==> src/cicp_pkg.sv <==
package cicp_pkg;

  localparam int unsigned CHUNK_BYTES = 16;
  localparam int unsigned DATA_BYTES  = 4;
  localparam int unsigned QDEPTH      = 2;

  localparam logic [31:0] CRC_POLY = 32'hedb88320;
  localparam logic [31:0] CRC_INIT = 32'hffffffff;

  localparam logic [7:0] LEN_B3 = 8'h00;
  localparam logic [7:0] LEN_B0 = 8'h04;
  localparam logic [7:0] TYPE_C = 8'h63;
  localparam logic [7:0] TYPE_I = 8'h49;
  localparam logic [7:0] TYPE_CC = 8'h43;
  localparam logic [7:0] TYPE_P = 8'h50;

  typedef logic [7:0] byte_t;

  // one finished chunk: data bytes and the final crc
  typedef struct packed {
    byte_t [DATA_BYTES-1:0] data;
    logic [31:0]            crc;
  } chunk_t;

  typedef struct packed {
    logic full;
    logic empty;
  } qstat_t;

  function automatic logic [31:0] crc_byte(input logic [31:0] c_in, input byte_t b);
    logic [31:0] c;
    c = c_in ^ {24'h000000, b};
    for (int k = 0; k < 8; k++) begin
      if (c[0]) c = CRC_POLY ^ (c >> 1);
      else c = c >> 1;
    end
    return c;
  endfunction

  // crc state after the four fixed type bytes
  localparam logic [31:0] CRC_TYPE =
    crc_byte(crc_byte(crc_byte(crc_byte(CRC_INIT, TYPE_C), TYPE_I), TYPE_CC), TYPE_P);

endpackage

==> src/cicp_front.sv <==
module cicp_front (
  input  logic                 clk,
  input  logic                 rst_n,
  input  logic                 start,
  output logic                 busy,
  input  cicp_pkg::byte_t      in_color_primaries,
  input  cicp_pkg::byte_t      in_transfer_function,
  input  cicp_pkg::byte_t      in_matrix_coefficients,
  input  cicp_pkg::byte_t      in_full_range_flag,
  input  cicp_pkg::qstat_t     qstat,
  output logic                 push,
  output cicp_pkg::chunk_t     push_data
);
  import cicp_pkg::*;

  byte_t [DATA_BYTES-1:0] data_r;
  logic [31:0] crc_r;
  logic [31:0] crc_nxt;
  logic [2:0]  cnt_r;
  logic        occ_r;
  logic        accept;
  logic        done;

  assign busy    = occ_r;
  assign accept  = start && !occ_r;
  assign done    = (cnt_r == 3'(DATA_BYTES));
  assign push    = occ_r && done && !qstat.full;
  assign crc_nxt = crc_byte(crc_r, data_r[cnt_r[1:0]]);

  assign push_data.data = data_r;
  assign push_data.crc  = crc_r ^ CRC_INIT;

  always_ff @(posedge clk) begin
    if (!rst_n) begin
      occ_r <= 1'b0;
      cnt_r <= '0;
    end else if (accept) begin
      occ_r <= 1'b1;
      cnt_r <= '0;
    end else if (push) begin
      occ_r <= 1'b0;
    end else if (occ_r && !done) begin
      cnt_r <= cnt_r + 3'd1;
    end
  end

  always_ff @(posedge clk) begin
    if (accept) begin
      data_r <= {in_full_range_flag, in_matrix_coefficients,
                 in_transfer_function, in_color_primaries};
      crc_r  <= CRC_TYPE;
    end else if (occ_r && !done) begin
      crc_r <= crc_nxt;
    end
  end

endmodule

==> src/cicp_queue.sv <==
module cicp_queue (
  input  logic              clk,
  input  logic              rst_n,
  input  logic              push,
  input  cicp_pkg::chunk_t  push_data,
  input  logic              pop,
  output cicp_pkg::chunk_t  head,
  output cicp_pkg::qstat_t  qstat
);
  import cicp_pkg::*;

  chunk_t mem [QDEPTH];
  logic [$clog2(QDEPTH)-1:0] wptr_r;
  logic [$clog2(QDEPTH)-1:0] rptr_r;
  logic [$clog2(QDEPTH):0]   count_r;

  assign qstat.full  = (count_r == ($clog2(QDEPTH)+1)'(QDEPTH));
  assign qstat.empty = (count_r == '0);
  assign head        = mem[rptr_r];

  always_ff @(posedge clk) begin
    if (push) mem[wptr_r] <= push_data;
  end

  always_ff @(posedge clk) begin
    if (!rst_n) begin
      wptr_r  <= '0;
      rptr_r  <= '0;
      count_r <= '0;
    end else begin
      if (push) wptr_r <= wptr_r + 1'b1;
      if (pop) rptr_r <= rptr_r + 1'b1;
      if (push && !pop) count_r <= count_r + 1'b1;
      else if (pop && !push) count_r <= count_r - 1'b1;
    end
  end

endmodule

==> src/cicp_back.sv <==
module cicp_back (
  input  logic              clk,
  input  logic              rst_n,
  input  cicp_pkg::chunk_t  head,
  input  cicp_pkg::qstat_t  qstat,
  output logic              pop,
  output logic              out_valid,
  output cicp_pkg::byte_t   out_chunk_byte,
  output logic              out_last_byte
);
  import cicp_pkg::*;

  chunk_t      cur_r;
  logic [3:0]  cnt_r;
  logic        act_r;
  logic        last;
  byte_t       sel;
  logic        valid_r;
  byte_t       byte_r;
  logic        last_r;

  assign last = (cnt_r == 4'(CHUNK_BYTES - 1));
  assign pop  = !qstat.empty && (!act_r || last);

  always_comb begin
    unique case (cnt_r)
      4'd0, 4'd1, 4'd2: sel = LEN_B3;
      4'd3:  sel = LEN_B0;
      4'd4:  sel = TYPE_C;
      4'd5:  sel = TYPE_I;
      4'd6:  sel = TYPE_CC;
      4'd7:  sel = TYPE_P;
      4'd8:  sel = cur_r.data[0];
      4'd9:  sel = cur_r.data[1];
      4'd10: sel = cur_r.data[2];
      4'd11: sel = cur_r.data[3];
      4'd12: sel = cur_r.crc[31:24];
      4'd13: sel = cur_r.crc[23:16];
      4'd14: sel = cur_r.crc[15:8];
      4'd15: sel = cur_r.crc[7:0];
      default: sel = LEN_B3;
    endcase
  end

  always_ff @(posedge clk) begin
    if (!rst_n) begin
      act_r   <= 1'b0;
      cnt_r   <= '0;
      valid_r <= 1'b0;
    end else begin
      valid_r <= act_r;
      if (pop) begin
        act_r <= 1'b1;
        cnt_r <= '0;
      end else if (act_r) begin
        if (last) act_r <= 1'b0;
        cnt_r <= cnt_r + 4'd1;
      end
    end
  end

  always_ff @(posedge clk) begin
    if (pop) cur_r <= head;
    byte_r <= sel;
    last_r <= last;
  end

  assign out_valid      = valid_r;
  assign out_chunk_byte = byte_r;
  assign out_last_byte  = last_r;

endmodule

==> src/cicp_chunk_builder_crc32.sv <==
// cicp chunk builder with crc-32
// input: pulse start with the four code bytes on in_*; a transfer happens at a
// clock edge with start high and busy low. busy stays high while the front end
// folds the four data bytes into the crc (one byte per cycle) and until the
// finished chunk is placed in a two-entry queue.
// output: sixteen bytes per item, one per cycle, each marked by out_valid for
// exactly one cycle; out_last_byte flags the sixteenth (crc low) byte. the
// byte order is length 00 00 00 04, type c I C P, the four data bytes, then
// the crc most significant byte first.
// the byte-wide output stage sets the item rate; back-to-back chunks stream
// with no gap while the queue holds work.
// the receiver cannot stall: every byte is shown once and taken.
// reset (rst_n low, synchronous) empties the queue and drops any chunk in
// progress; no state is kept between items.
module cicp_chunk_builder_crc32 (
  input  logic             clk,
  input  logic             rst_n,
  input  logic             start,
  output logic             busy,
  input  cicp_pkg::byte_t  in_color_primaries,
  input  cicp_pkg::byte_t  in_transfer_function,
  input  cicp_pkg::byte_t  in_matrix_coefficients,
  input  cicp_pkg::byte_t  in_full_range_flag,
  output logic             out_valid,
  output cicp_pkg::byte_t  out_chunk_byte,
  output logic             out_last_byte
);
  import cicp_pkg::*;

  qstat_t qstat;
  logic   push;
  logic   pop;
  chunk_t push_data;
  chunk_t head;

  cicp_front u_front (
    .clk                    (clk),
    .rst_n                  (rst_n),
    .start                  (start),
    .busy                   (busy),
    .in_color_primaries     (in_color_primaries),
    .in_transfer_function   (in_transfer_function),
    .in_matrix_coefficients (in_matrix_coefficients),
    .in_full_range_flag     (in_full_range_flag),
    .qstat                  (qstat),
    .push                   (push),
    .push_data              (push_data)
  );

  cicp_queue u_queue (
    .clk       (clk),
    .rst_n     (rst_n),
    .push      (push),
    .push_data (push_data),
    .pop       (pop),
    .head      (head),
    .qstat     (qstat)
  );

  cicp_back u_back (
    .clk            (clk),
    .rst_n          (rst_n),
    .head           (head),
    .qstat          (qstat),
    .pop            (pop),
    .out_valid      (out_valid),
    .out_chunk_byte (out_chunk_byte),
    .out_last_byte  (out_last_byte)
  );

endmodule
==> config.mk <==
export PLATFORM = sky130hd
export DESIGN_NAME = cicp_chunk_builder_crc32
export DESIGN_NICKNAME = d
export VERILOG_FILES = /design/src/cicp_pkg.sv /design/src/cicp_front.sv /design/src/cicp_queue.sv /design/src/cicp_back.sv /design/src/cicp_chunk_builder_crc32.sv
export SDC_FILE = /design/constraint.sdc
export NUM_CORES = 1
export LEC_CHECK = 0
export BUFFER_PORTS_ARGS = -buffer_cell sky130_fd_sc_hd__buf_2
export CORE_ASPECT_RATIO = 1.25
export CORE_UTILIZATION = 55
export CTS_CLUSTER_DIAMETER = 100
export DETAILED_ROUTE_END_ITERATION = 6
export PLACE_DENSITY_LB_ADDON = 0.12
export REMOVE_ABC_BUFFERS = 1
export SLEW_MARGIN = 10
export SYNTH_ARGS = -nofsm -noshare
export SYNTH_HDL_FRONTEND = slang
export SYNTH_SLANG_ARGS = --single-unit
==> constraint.sdc <==
create_clock -name clk -period 4.55 [get_ports clk]
set_input_delay 0.2275 -clock clk [delete_from_list [all_inputs] [get_ports clk]]
set_output_delay 0.2275 -clock clk [all_outputs]
set_load 0.01 [all_outputs]
# [Yosys cells after proc, flatten, opt, wreduce, memory -nomap -nowiden]
# Memories as Yosys holds them, arrays and structs flattened. A register that Yosys moved wholly into a read port is not among the register bits.
# Index checks and enable logic that the tools add are counted.
[word_totals] reg_bits=87 ram_bits=128 inputBits=35 output_inout_bits=11 elab_cells=95 n_memories=1
[classes] n_addsub=6 magnitude_cmp=1 n_eq_ne=17 mux=20 bitwise=12 reduce_logical=23
[mem_list] name="u_queue.mem" words=2 word_bits=64 read_ports=1 rd_ports_with_merged_regs=1 wr=1 line_no="cicp_queue.sv:12" source="chunk_t mem [QDEPTH];"
[ops] cell="32-bit 2-to-1 mux" count=8
[ops] cell="13-bit NOT with 14-bit output" count=8
[ops] cell="8-bit case mux with 14 select lines" count=1
[ops] cell="4-bit == test, second input constant" count=8
[ops] cell="32-bit NOT" count=1
[ops] cell="32-bit by 8-bit bitwise XOR with 32-bit output" count=1
[ops] cell="8-bit binary-select mux with 2-bit select" count=1
[ops] cell="4-bit by 3-bit == test with 1-bit output, second input constant" count=4
[ops] cell="4-bit by 2-bit == test with 1-bit output, second input constant" count=2
[ops] cell="8-bit 2-to-1 mux" count=1
[ops] cell="1-bit logical AND" count=7
[ops] cell="1-bit logical NOT" count=7
[ops] cell="1-bit 2-to-1 mux" count=7
[ops] cell="4-bit by 1-bit adder with 4-bit output, second input constant" count=1
[ops] cell="4-bit by 1-bit == test with 1-bit output, second input constant" count=1
[ops] cell="4-bit logical NOT" count=1
[ops] cell="2-bit 2-to-1 mux" count=2
[ops] cell="2-bit nonzero test" count=2
[ops] cell="2-bit OR reduction" count=2
[ops] cell="3-bit by 1-bit adder with 3-bit output, second input constant" count=1
[ops] cell="3-bit == test, second input constant" count=1
[ops] cell="2-bit by 3-bit less-than comparator with 1-bit output, second input constant" count=1
[ops] cell="3-bit OR reduction" count=1
[ops] cell="1-bit adder, second input constant" count=2
[ops] cell="other kinds (7)" count=8

# [Longest topological paths before layout]
[logic_depth] ltp_word=19 ltp_mapped=9

# [Modules after synthesis]
# A second synthesis with hierarchy kept.
[unflattened] cells_unflattened=677 area_unflattened_um2=11058.1
[by_module_without_submodules] module="cicp_queue" n_inst=1 cells_per_inst=221 area_each_um2=4858.4
[by_module_without_submodules] module="cicp_front" n_inst=1 cells_per_inst=279 area_each_um2=3305.7
[by_module_without_submodules] module="cicp_back" n_inst=1 cells_per_inst=177 area_each_um2=2894.0

# [Least setup slack after synthesis]
# No wires, ideal clock.
[synth_timing] kind="register to register" from="reg u_front.cnt_r[1]" to="mem u_queue.mem[0][0] in the netlist's numbering, enable pin" setup_time_ns=0.495 arrival_ns=3.935 t_required_ns=4.055 path_slack_ns=0.121 path_stages_with_launch=7 path_buffers=1 synth_period_minus_slack_ns=4.429 path_cell_list="dfxtp_1 -> buf_2 -> inv_1 -> ha_1 -> nand3_1 -> a21oi_1 -> nor2b_1"
[synth_between] elab_chain_len=5
[synth_rtl] item="start: declaration" line_no="cicp_front.sv:19" source="logic [2:0] cnt_r;"
[synth_rtl] item="start signal: assignment" line_no="cicp_front.sv:43" source="cnt_r <= cnt_r + 3'd1;"
[synth_rtl] item="3-bit == test" line_no="cicp_front.sv:26" source="assign done = (cnt_r == 3'(DATA_BYTES));"
[synth_rtl] item="1-bit logical AND (2 in series)" line_no="cicp_front.sv:27" source="assign push = occ_r && done && !qstat.full;"
[synth_rtl] item="named net push" line_no="cicp_chunk_builder_crc32.sv:31" source="logic push;"
[synth_rtl] item="1-bit 2-to-1 mux" line_no="cicp_queue.sv:22" source="if (push) mem[wptr_r] <= push_data;"
[synth_rtl] item="1-bit 2-to-1 mux (not written as such)" line_no="cicp_queue.sv:22"
[synth_rtl] item="end: declaration" line_no="cicp_queue.sv:12"
# The timed path passes the listed nets, and every way through them passes these cells.

# [Worst setup path in the final report]
[layout_timing] from="reg u_front.cnt_r[0]" to="reg u_front.crc_r[26]"
[layout_between] elab_chain_len=15 word_cells_on_any_way=20 classes_between="eq/ne: 1; mux: 10; bitwise: 7; reduce/logical: 2"
[layout_rtl] item="8-bit binary-select mux with 2-bit select" line_no="cicp_front.sv:28" source="assign crc_nxt = crc_byte(crc_r, data_r[cnt_r[1:0]]);"
[layout_rtl] item="8-bit 2-to-1 mux (not written as such)" line_no="cicp_front.sv:28"
[layout_rtl] item="32-bit by 8-bit bitwise XOR with 32-bit output" line_no="cicp_pkg.sv:32" source="c = c_in ^ {24'h000000, b};"
[layout_rtl] item="32-bit 2-to-1 mux (3 in series)" line_no="cicp_pkg.sv:34" source="if (c[0]) c = CRC_POLY ^ (c >> 1);"
[layout_rtl] item="13-bit NOT with 14-bit output (no line)"
[layout_rtl] item="32-bit 2-to-1 mux" line_no="cicp_pkg.sv:34"
[layout_rtl] item="13-bit NOT with 14-bit output (no line)"
[layout_rtl] item="32-bit 2-to-1 mux (2 in series)" line_no="cicp_pkg.sv:34"
[layout_rtl] item="13-bit NOT with 14-bit output (no line)"
[layout_rtl] item="32-bit 2-to-1 mux" line_no="cicp_pkg.sv:34"
[layout_rtl] item="13-bit NOT with 14-bit output (no line)"
[layout_rtl] item="32-bit 2-to-1 mux" line_no="cicp_pkg.sv:34"
[layout_rtl] item="end signal: assignment" line_no="cicp_front.sv:53" source="crc_r <= crc_nxt;"
[layout_rtl] item="end: declaration" line_no="cicp_front.sv:17" source="logic [31:0] crc_r;"
# Parallel ways exist; a longest one is shown, timed or not. The select of a mux whose other input is x is not followed.
# A chain may end at the register's enable or synchronous reset.

==> impl_summary.txt <==
----------------------------------------------------
[Power]
  Power after layout ... 8.027 mW
  Worst vdd ir ... 0.3790 mV
  Pwr Density ... 628.4 nW/um^2
  Static leakage ... about 4.4 nW

[Critical path]
  Most numerous cell on the critical path ... sky130_fd_sc_hd__xnor2_2
  CP peak stage delay ... ~0.94 ns
  Critical register-to-register path endpoint ... u_front.crc_r[26]$_SDFFE_PP0P_
  Category of the worst setup path capture point ... flip-flop
  Worst reg2reg setup slack ... about 1.6 ns
  Chain of cells forming the critical path ... mux4_2 -> xnor2_2 -> xnor2_2 -> xnor2_4 -> xnor2_1 -> a21oi_1
  Worst EP arrival ... 3.32 ns
  Worst reg-to-reg path cell count ... 6
  Data required time of the worst path ... slightly below 5 ns
  Buffers & Inverters on Critical Path ... 0
  Cell type group with the largest total delay on the critical path ... XOR/XNOR gates
  Critical Path Fanout Max ... 11
  Class of the most critical setup path ... flip-flop to flip-flop
  Launching point of the worst reg2reg path ... u_front.cnt_r[0]$_SDFFE_PP0P_
  Category of the worst setup path launch point ... flip-flop
  Slowest cell on the critical path ... sky130_fd_sc_hd__dfxtp_1

[Clock network]
  Number of buffers created by CTS ... 27
  TritonCTS clock tree ... built
  Clock input transition at the sequential cells of the worst setup and hold paths ... 0.06 ns
  Clock network latency to the later pin of the worst-skew pair ... 0.53 ns
  Max Root-Sink Buffers ... 3
  CTS sink count ... roughly 280
  H-tree Lvls ... 1
  Root Buffer Master ... sky130_fd_sc_hd__clkbuf_16

[Drt]
  Via count of the routed design ... between 5000 and 6000
  Routed length per instance ... 20.47 um
  Post-detailed-route count of antenna-violating nets ... 0
  Number of iterations in the first detailed-routing pass ... 5
  Via density per instance ... 5.519
  Initial DRC Count ... about 510
  Total wire length ... between 20000 and 25000 um
  DRC ... 0

[Synthesis]
  Count of cell types in the netlist ... 40
  Most frequently used flop master after synthesis ... sky130_fd_sc_hd__edfxtp_1
  Count of synthesis-stage warnings from yosys ... 0
  Synthesized flop and latch total ... approximately 280
  Count of flip-flops with a built-in enable after synthesis ... 224
  Post-synthesis instance area ... between 10000 and 15000 um^2
  Seq/Total Area, Yosys ... 0.7099
  Share of async-settable or async-resettable flops after synthesis ... 0
  Avg Cell Area, Syn ... about 16 um^2
  Count of mapped cells out of synthesis ... just under 700

[Timing]
  Post-route fraction of the period consumed by the critical path ... 0.6435
  Time the final worst path needs with I/O delays and setup ... between 2 and 3 ns
  Timing-limited maximum frequency ... ~340 MHz
  Total setup violations reported at the end of the flow ... 0
  Unrepaired setup endpoints after global routing ... false
  Headroom to the max-slew limit ... 0.2529
  Layout Skew ... about 0.016 ns
  Fin. Hold Viols ... 0
  Final Max Tran Viols ... 0
  Measured slew at the worst slew-check pin ... 1.121 ns
  Sum of negative setup slack ... 0 ns

[Layout]
  Area Overhead vs Synth ... 15.87%
  Number of antenna cells inserted ... 0
  Share of cells above drive strength 1 ... 0.2340
  FILL cells ... about 1400
  Final-stage net count ... roughly 820

[Die]
  Row cnt ... between 50 and 60
  Starting Density ... 0.5642
  Floorplan die area ... 20620 um^2
  Io pins ... 46
  Core region area ... approximately 20000 um^2
  Width of the die ... between 100 and 150 um
  Overall die height ... ~160 um

[GRT]
  Global-route wire length before repair ... approximately 34000 um
  Number of antenna violations at the first check in global routing ... 1
  GRT Resource Usage Total ... 0.2207
  Largest net degree at the start of global routing ... between 60 and 70
  Number of global-route vias before repair ... around 6100
  Remaining global-route overflow ... 0

[Worst hold path]
  Worst Hold Path Cells ... 2
  Hold path startpoint ... rst_n
  Worst min path class ... primary input to flip-flop
  Worst Hold End ... u_queue.wptr_r$_SDFFE_PN0P_

[Place]
  Count of input and output buffers ... 45
  Detailed placement HPWL ... approximately 13000 um
  Last weighted congestion value of the routability-driven placer ... 0.7842

[Job]
  Number of maximum-capacitance constraint violations ... 0

[Outcome]
  Result of the run ... complete, no violations

----------------------------------------------------
metal layers:
layer,track usage,wire [um],part of all wire
met4,0.07326,624,0.029
met1,0.2958,9211,0.42
met3,0.03031,936,0.043
met2,0.3717,10920,0.50
met5,0,0,0
synth_stat cells (all sizes together), types with 3 or more instances:
cell type / n / share of area
xor2: 12 / 0.0095
a21oi: 25 / 0.011
nor2: 9 / 0.0031
nand2: 30 / 0.010
inv: 40 / 0.014
dfxtp: 55 / 0.10
nor3: 10 / 0.0045
ha: 7 / 0.0079
nand3: 24 / 0.011
a222oi: 3 / 0.0027
xnor2: 69 / 0.076
edfxtp: 224 / 0.61
o21ai: 24 / 0.011
o211ai: 6 / 0.0041
mux4: 8 / 0.016
and2: 5 / 0.0028
nand2b: 3 / 0.0017
mux2: 66 / 0.067
buf: 5 / 0.0025
a22oi: 19 / 0.013
clkbuf: 26 / 0.0089
worst max path at each step:
stage	startpoint	end	slack [ns]	cells after the start
finish	u_front.cnt_r[0]$_SDFFE_PP0P_	u_front.crc_r[26]$_SDFFE_PP0P_	1.62	6
CTS	u_front.cnt_r[0]$_SDFFE_PP0P_	u_front.crc_r[7]$_SDFFE_PP0P_	1.59	6
global route	u_front.cnt_r[0]$_SDFFE_PP0P_	u_front.crc_r[16]$_SDFFE_PP0P_	1.43	6
detailed placement	u_front.cnt_r[0]$_SDFFE_PP0P_	u_front.crc_r[7]$_SDFFE_PP0P_	1.61	6
global placement	u_front.cnt_r[0]$_SDFFE_PP0P_	u_front.crc_r[7]$_SDFFE_PP0P_	1.67	6
floorplan	u_front.cnt_r[0]$_SDFFE_PP0P_	u_queue.mem[0][0]$_DFFE_PP_	0.07	5
final cells by class:
type | count | area [um^2] | share of cell area
Clock buffer | 37 | 743.2 | 0.05818
Tap cell | 265 | 331.6 | 0.02595
Inverter | 41 | 153.9 | 0.01205
Multi-Input combinational cell | 337 | 2928 | 0.2292
Timing Repair Buffer | 89 | 653.1 | 0.05113
Clock inverter | 12 | 136.4 | 0.01068
Sequential cell | 279 | 7829 | 0.6128
worst reg2reg max path: cells and delay by family, from the launching register on:
kind	cells	cell delay, ns
compound gates	1	0.09
flops	1	0.94
xor+xnor	4	1.13
mux	1	0.65
sequential cells by signal, summed over array words and instances, names as in the netlist:
name and count:
u_back.act_r 1, u_back.cnt_r 4, u_back.cur_r 64, u_back.out_chunk_byte 8, u_back.out_last_byte 1, u_back.out_valid 1, u_front.busy 1, u_front.cnt_r 3
u_front.crc_r 32, u_front.push_data 32, u_queue.count_r 2, u_queue.mem 128, u_queue.rptr_r 1, u_queue.wptr_r 1
stage by stage:
stage	area [um^2]	hold WS (ns)	worst slack (ns)	std cells	util
3_3_place_gp	11550	0.4048	1.674	977	0.5913
2_1_floorplan	10900	0.3264	0.06520	657	-
4_1_cts	12770	0.003532	1.593	1060	0.6537
5_1_grt	12770	0.02004	1.426	1060	0.6537
3_5_place_dp	11550	0.4056	1.607	977	0.5913
6_report	12770	0.02149	1.622	1060	0.6537
repair_timing:
| item | CTS | global route |
|---|---|---|
| endpoints found under the hold margin | 33 | 0 |
| gates resized for setup | 0 | 0 |
| buffers inserted | 0 | 0 |
| hold buffers | 34 | 0 |
where the power goes:
| part | switching, mW | internal, mW | leakage, nW |
|---|---|---|---|
| combinational | 1.20 | 1.04 | 1.51 |
| sequential | 0.257 | 3.32 | 2.50 |
| clock | 0.897 | 1.31 | 0.428 |
cells by family (layout without fill, tap and decap cells):
logic type,count (synthesis),in the layout,synth area share
muxes,75,75,0.08466
adders and majority gates,7,7,0.007943
DFF,279,279,0.7099
AOI/OAI and AO/OA,87,87,0.04971
buffers and inverters,72,179,0.02530
xor gates and xnor gates,81,81,0.08579
and+or+nand+nor,87,87,0.03666
layout by cell type (no fill, tap or decap), types with 2 or more instances in the layout:
master,n
sky130_fd_sc_hd__a21oi_1,25
sky130_fd_sc_hd__clkinv_2,3
sky130_fd_sc_hd__clkbuf_16,27
sky130_fd_sc_hd__clkinv_1,6
sky130_fd_sc_hd__a222oi_1,3
sky130_fd_sc_hd__nand3_1,24
sky130_fd_sc_hd__xor2_1,12
sky130_fd_sc_hd__nand2b_1,3
sky130_fd_sc_hd__mux2_2,66
sky130_fd_sc_hd__xnor2_1,54
sky130_fd_sc_hd__o21ai_1,3
sky130_fd_sc_hd__and3_1,2
sky130_fd_sc_hd__xnor2_2,4
sky130_fd_sc_hd__inv_1,38
sky130_fd_sc_hd__clkbuf_1,7
sky130_fd_sc_hd__buf_4,9
sky130_fd_sc_hd__xnor2_4,11
sky130_fd_sc_hd__bufinv_16,3
sky130_fd_sc_hd__dlygate4sd3_1,34
sky130_fd_sc_hd__o21ai_0,21
sky130_fd_sc_hd__a22oi_1,19
sky130_fd_sc_hd__dfxtp_1,54
sky130_fd_sc_hd__ha_1,7
sky130_fd_sc_hd__a21boi_0,2
sky130_fd_sc_hd__edfxtp_1,224
sky130_fd_sc_hd__mux4_2,8
sky130_fd_sc_hd__nor2_1,9
sky130_fd_sc_hd__o211ai_1,6
sky130_fd_sc_hd__a221oi_1,2
sky130_fd_sc_hd__clkbuf_8,3
sky130_fd_sc_hd__nor3_1,10
sky130_fd_sc_hd__and2_1,4
sky130_fd_sc_hd__nand2_1,30
sky130_fd_sc_hd__buf_2,45
Note: power is estimated with default switching activity, not from simulation.
